$ cat src/design/itoa_pkg.sv
// itoa_pkg: shared types, character constants and the digit-to-ascii function
// for the radix conversion block; no dependencies
`timescale 1ns / 1ps
`default_nettype none

package itoa_pkg;

  // ascii codes
  localparam logic [6:0] CHAR_ZERO  = 7'd48;
  localparam logic [6:0] CHAR_MINUS = 7'd45;
  // 'a' less ten, so that digit value ten lands on 'a'
  localparam logic [6:0] CHAR_A_OFS = 7'd87;

  // radix limits and the signed base
  localparam logic [5:0] RADIX_RESET = 6'd10;
  localparam logic [5:0] BASE_MIN    = 6'd2;
  localparam logic [5:0] BASE_MAX    = 6'd36;
  localparam logic [5:0] BASE_DEC    = 6'd10;
  localparam logic [5:0] DIGIT_NINE  = 6'd9;

  // status of the shared divider
  typedef struct packed {
    logic busy;
    logic done;
  } div_stat_t;

  // digit value to lowercase ascii
  function automatic logic [6:0] digit_code(input logic [5:0] d);
    logic [6:0] dw;
    dw = {1'b0, d};
    if (d > DIGIT_NINE) begin
      return CHAR_A_OFS + dw;
    end else begin
      return CHAR_ZERO + dw;
    end
  endfunction

endpackage

`default_nettype wire

$ cat src/design/itoa_div.sv
// itoa_div: restoring divider, one quotient bit per cycle, small divisor
// depends on itoa_pkg for the status struct
`timescale 1ns / 1ps
`default_nettype none

module itoa_div
  import itoa_pkg::*;
#(
  parameter int W = 32
) (
  input  logic         clk,
  input  logic         rst,
  input  logic         start,
  input  logic [W-1:0] dividend,
  input  logic [5:0]   divisor,
  output logic [W-1:0] quotient,
  output logic [5:0]   remainder,
  output div_stat_t    stat
);

  localparam int CW = $clog2(W);

  logic [W-1:0]  qreg;
  logic [5:0]    acc;
  logic [CW-1:0] cnt;
  logic          busy;
  logic          done;

  // one trial subtract per step
  logic [6:0] shifted;
  logic [6:0] diff;
  logic       take;

  always_comb begin
    shifted = {acc, qreg[W-1]};
    diff    = shifted - {1'b0, divisor};
    take    = (shifted >= {1'b0, divisor});
  end

  // step sequencing
  always_ff @(posedge clk) begin
    if (rst) begin
      busy <= 1'b0;
      done <= 1'b0;
      cnt  <= '0;
    end else begin
      done <= 1'b0;
      if (busy) begin
        cnt <= cnt + CW'(1);
        if (cnt == CW'(W - 1)) begin
          busy <= 1'b0;
          done <= 1'b1;
        end
      end else if (start) begin
        busy <= 1'b1;
        cnt  <= '0;
      end
    end
  end

  // datapath
  always_ff @(posedge clk) begin
    if (busy) begin
      qreg <= {qreg[W-2:0], take};
      acc  <= take ? diff[5:0] : shifted[5:0];
    end else if (start) begin
      qreg <= dividend;
      acc  <= '0;
    end
  end

  assign quotient  = qreg;
  assign remainder = acc;
  assign stat      = '{busy: busy, done: done};

endmodule

`default_nettype wire

$ cat src/design/int_to_ascii_radix_unit.sv
// int_to_ascii_radix_unit: integer to ascii digits in a set radix, signed in base ten
// depends on itoa_pkg and itoa_div
//
//   channel  signals                       direction  word
//   in       in_valid, in_stall, value     to block   one integer
//   out      out_valid, out_stall,         from block one character
//            char_code, last
//   cfg      cfg_write, cfg_data           to block   radix register
//
// each digit is divided out in the shared one-bit-a-step divider, then each
// character is read from the digit memory and loaded into the output register
// in_stall stays high from acceptance until the last character is loaded
// a stall on the output holds the character register and pauses the readout
// synchronous reset sets the radix to ten and empties the output register
`timescale 1ns / 1ps
`default_nettype none

module int_to_ascii_radix_unit
  import itoa_pkg::*;
#(
  parameter int WORD_BITS = 32
) (
  input  logic                 clk,
  input  logic                 rst,
  input  logic                 in_valid,
  output logic                 in_stall,
  input  logic [WORD_BITS-1:0] value,
  output logic                 out_valid,
  input  logic                 out_stall,
  output logic [6:0]           char_code,
  output logic                 last,
  input  logic                 cfg_write,
  input  logic [5:0]           cfg_data
);

  localparam int IW = $clog2(WORD_BITS);

  localparam logic [2:0] S_IDLE = 3'd0;
  localparam logic [2:0] S_DIV  = 3'd1;
  localparam logic [2:0] S_SIGN = 3'd2;
  localparam logic [2:0] S_READ = 3'd3;
  localparam logic [2:0] S_LOAD = 3'd4;

  logic [2:0]           state;
  logic [5:0]           radix;
  logic [5:0]           base;
  logic                 neg;
  logic [WORD_BITS-1:0] mag;
  logic                 div_start;
  logic [IW-1:0]        ndig;
  logic [IW-1:0]        rd_idx;
  logic [5:0]           rd_data;
  logic [5:0]           digit_mem [WORD_BITS];

  logic [WORD_BITS-1:0] quotient;
  logic [5:0]           remainder;
  div_stat_t            div_stat;

  logic                 in_take;
  logic                 out_free;
  logic [5:0]           base_eff;
  logic                 in_neg;

  assign in_stall = (state != S_IDLE);
  assign in_take  = in_valid && !in_stall;
  assign out_free = !out_valid || !out_stall;

  // clamp the radix to the supported range
  always_comb begin
    priority if (radix < BASE_MIN) begin
      base_eff = BASE_MIN;
    end else if (radix > BASE_MAX) begin
      base_eff = BASE_MAX;
    end else begin
      base_eff = radix;
    end
    in_neg = (base_eff == BASE_DEC) && value[WORD_BITS-1];
  end

  // radix register
  always_ff @(posedge clk) begin
    if (rst) begin
      radix <= RADIX_RESET;
    end else if (cfg_write) begin
      radix <= cfg_data;
    end
  end

  itoa_div #(
    .W (WORD_BITS)
  ) u_div (
    .clk       (clk),
    .rst       (rst),
    .start     (div_start),
    .dividend  (mag),
    .divisor   (base),
    .quotient  (quotient),
    .remainder (remainder),
    .stat      (div_stat)
  );

  // digit store, least significant first
  always_ff @(posedge clk) begin
    if (state == S_DIV && div_stat.done) begin
      digit_mem[ndig] <= remainder;
    end
    rd_data <= digit_mem[rd_idx];
  end

  // sequencer
  always_ff @(posedge clk) begin
    if (rst) begin
      state     <= S_IDLE;
      div_start <= 1'b0;
      out_valid <= 1'b0;
    end else begin
      div_start <= 1'b0;
      if (out_valid && !out_stall) begin
        out_valid <= 1'b0;
      end
      unique case (state)
        S_IDLE: begin
          if (in_take) begin
            div_start <= 1'b1;
            state     <= S_DIV;
          end
        end
        S_DIV: begin
          if (div_stat.done) begin
            if (quotient == '0) begin
              state <= neg ? S_SIGN : S_READ;
            end else begin
              div_start <= 1'b1;
            end
          end
        end
        S_SIGN: begin
          if (out_free) begin
            out_valid <= 1'b1;
            state     <= S_READ;
          end
        end
        S_READ: begin
          state <= S_LOAD;
        end
        S_LOAD: begin
          if (out_free) begin
            out_valid <= 1'b1;
            state     <= (rd_idx == '0) ? S_IDLE : S_READ;
          end
        end
        default: begin
          state <= S_IDLE;
        end
      endcase
    end
  end

  // payload registers
  always_ff @(posedge clk) begin
    unique case (state)
      S_IDLE: begin
        if (in_take) begin
          base <= base_eff;
          neg  <= in_neg;
          mag  <= in_neg ? (~value + WORD_BITS'(1)) : value;
          ndig <= '0;
        end
      end
      S_DIV: begin
        if (div_stat.done) begin
          mag    <= quotient;
          rd_idx <= ndig;
          ndig   <= ndig + IW'(1);
        end
      end
      S_SIGN: begin
        if (out_free) begin
          char_code <= CHAR_MINUS;
          last      <= 1'b0;
        end
      end
      S_READ: begin
      end
      S_LOAD: begin
        if (out_free) begin
          char_code <= digit_code(rd_data);
          last      <= (rd_idx == '0);
          if (rd_idx != '0) begin
            rd_idx <= rd_idx - IW'(1);
          end
        end
      end
      default: begin
      end
    endcase
  end

  // divider only ever runs while a conversion is dividing
  a_div_in_div: assert property (@(posedge clk) disable iff (rst)
    (div_stat.busy || div_stat.done) |-> (state == S_DIV))
    else $error("divider active outside the divide phase");

  // loading the final digit ends the word with last set
  a_last_ends: assert property (@(posedge clk) disable iff (rst)
    (state == S_LOAD && out_free && rd_idx == '0) |=>
      (state == S_IDLE && out_valid && last))
    else $error("final digit did not close the word");

  // every presented character is one of the legal codes
  a_char_range: assert property (@(posedge clk) disable iff (rst)
    out_valid |-> ((char_code == CHAR_MINUS) ||
                   (char_code >= CHAR_ZERO && char_code <= 7'd57) ||
                   (char_code >= 7'd97 && char_code <= 7'd122)))
    else $error("character code out of range");

  // the minus sign never carries last
  a_minus_not_last: assert property (@(posedge clk) disable iff (rst)
    (out_valid && char_code == CHAR_MINUS) |-> !last)
    else $error("sign marked as final character");

endmodule

`default_nettype wire

$ cat config.mk
export PLATFORM = sky130hd
export DESIGN_NAME = int_to_ascii_radix_unit
export DESIGN_NICKNAME = d
export VERILOG_FILES = /design/src/design/itoa_pkg.sv /design/src/design/itoa_div.sv /design/src/design/int_to_ascii_radix_unit.sv
export SDC_FILE = /design/constraint.sdc
export NUM_CORES = 1
export LEC_CHECK = 0
export BUFFER_PORTS_ARGS = -buffer_cell sky130_fd_sc_hd__buf_2
export CAP_MARGIN = 15
export CORE_UTILIZATION = 45
export CTS_BUF_LIST = sky130_fd_sc_hd__clkbuf_4
export CTS_CLUSTER_DIAMETER = 50
export CTS_CLUSTER_SIZE = 30
export DETAILED_ROUTE_END_ITERATION = 7
export GPL_TIMING_DRIVEN = 0
export HOLD_SLACK_MARGIN = 0.1
export RECOVER_POWER = 25
export REMOVE_ABC_BUFFERS = 1
export SETUP_SLACK_MARGIN = 0.02
export SLEW_MARGIN = 20
export SYNTH_ARGS = -nofsm -noshare
export SYNTH_HDL_FRONTEND = slang
export SYNTH_HIERARCHICAL = 1
export SYNTH_SLANG_ARGS = --single-unit
$ cat constraint.sdc
create_clock -name clk -period 2.4 [get_ports clk]
set_clock_uncertainty 0.15 [all_clocks]
set_input_delay 0.48 -clock clk [delete_from_list [all_inputs] [get_ports clk]]
set_output_delay 0.48 -clock clk [all_outputs]
set_load 0.01 [all_outputs]
==> results.ini <==
[critical_path]
critPathRequiredTime_ns = 2.73
cp_slowest_cell = dlygate4sd3_1
cp_top_family = buffers and inverters
crit_start = value[1]
end_kind = flip-flop
critPathArrivalTime_ns = 2.67
critPathMaxStageDelay_ns = 0.53
cp_num_buf_inv = 4
worstPathCellList = dlygate4sd3_1 -> buf_2 -> inv_1 -> ha_1 -> nor3b_2 -> nor3b_4 -> buf_12 -> a41oi_1 -> xnor2_1 -> a21oi_1
critical_path.startpoint_type = input pin
crit_fanout = 7
crit_type = input pin to flip-flop
r2r_start = rd_idx[0]

[drt]
wl_per_cell_um = 20.5
via_count = 8026
drtPass1Iterations = 5
vias_per_cell = 5.54
postRouteAntennaNets = 0
first_iter_violations = 567
drt_wl_total_mm = 29.7
post-route-drc-count = 0

[synthesis]
syn_avg_cell_area_um2 = 15.1
yosysWarningCount = 6
syn_inst = 908
syn_area_um2 = 13700

[timing]
slew_headroom_pct = 26.3
fin_crit_ns = 2.34
hold_viol = 0
slew_violations = 0
setup_violations = 0
fmax_mhz = 427
worst_slack_ns = 0.0566
holdWs_ns = 0.225
worst_pin_slew_ns = 1.11
rsz0062_at_grt = yes
fin_crit_sh_pct = 97.6
timing.setup.tns_ns = 0

[clock_network]
cts_root_buffer = clkbuf_4
cts_buffers = 31
clkTransAtPathRegs_ns = 0.18
clk_latency_ns = 0.77
htree_levels = 1
cts_buffer_depth = 3
cts.sinks = 311
cts_tree = built

[worst_hold_path]
min_from = value[0]
hold_path.class = input pin to flip-flop

[grt]
grt_pass1_wl_mm = 46.0
met1_usage_pct = 25.9
grt_overflow = 0
grt_usage_pct = 19.4
grt_antenna_before_repair = 1
grt_start_max_net_pins = 43
grt_busiest_layer = met2
use_met2_pct = 32.9
grt_use_met3_pct = 3.34
grt_pass1_vias = 8113

[floorplanning]
start_util_pct = 45.9
rows = 63
die-width_um = 176
fp.dieH_um = 176
dieArea_um2 = 31100
core_area_um2 = 29800
boundaryPins = 53

[layout]
final_nets = 1098
fin_util_pct = 53.3
drive_gt1_share_pct = 27.4
syn2layout_area_growth_pct = 16.1
final_cells = 1448
final_cell_mix = edfxtp_1 (287), nor2_1 (55), nand2_1 (52), dlygate4sd3_1 (52), buf_2 (52)
mostFrequentLayoutCell = edfxtp_1
fillers = 2430
post-route-cell-area_um2 = 15900
regArea_um2 = 9110
multiInputGateArea_um2 = 4540

[run]
drv_cap = 0

[power_and_ir_drop]
max-vdd-ir-drop_mv = 0.328
power_density_nw_per_um2 = 637
finalPower_mw = 10.1
leakage_nw = 5.29

[outcome]
status = complete, no violations

[place]
port_buffers = 52
dp_hpwl_mm = 18.5
gp_congestion = 0.785
pre_cts_ws_ns = -0.624
placed_cell_area_um2 = 14500
dp.cells = 1318

layout make-up:
type,count,share of cell area [%]
clock inverter,26,1.80
sequential,311,57.4
clock buffer,31,1.47
antenna,1,0.0158
inverter,26,0.638
multi-input combinational,527,28.6
tap,390,3.07
timing repair buffer,136,7.01
flip-flops by register name, indices dropped and copies added, names as in the netlist, 3 cells and up:
name and cells:
base 6, char_code 7, u_div/quotient 32, radix 6, ndig 5, u_div/cnt 5, mag 32, rd_idx 5
rd_data 6, u_div/remainder 6, state 3, digit_mem 192
where the power goes:
| group | total, mW | switching, mW | internal [mW] |
|---|---|---|---|
| clock network | 3.03 | 2.08 | 0.957 |
| registers | 6.24 | 0.112 | 6.13 |
| logic | 0.842 | 0.476 | 0.366 |
path summary, 6_finish.rpt:
| check | to | slack (ns) | depth (start not counted) |
|---|---|---|---|
| hold reg to reg | u_div/cnt[3] | 0.35 | 1 |
| hold / removal | mag[3] | 0.22 | 5 |
| setup / recovery | mag[26] | 0.06 | 10 |
| setup reg to reg | rd_data[5] | 0.09 | 7 |
layer usage:
layer | vias up | part of all wire, %
li1 | 3790 | -
met1 | 3990 | 44
met2 | 201 | 49
met3 | 45 | 4.8
met4 | 0 | 2.2
met5 | - | 0
repair_timing:
action | 4_1_cts | 5_1_grt
hold buffers | 52 | 0
hold endpoints to repair | 50 | 0
endpoints found under the setup margin | 260 | 229
resized for setup | 28 | 40
setup buffers | 14 | 4
pin swaps | 0 | 1
gates cloned | 0 | 1
worst min-delay path: stages:
cell and delay (ns):
buf_2 0.12, nor3_1 0.05, nor2_1 0.12, xnor2_1 0.10
o21ai_0 0.17
No activity file was read; power rests on OpenSTA's default activity.
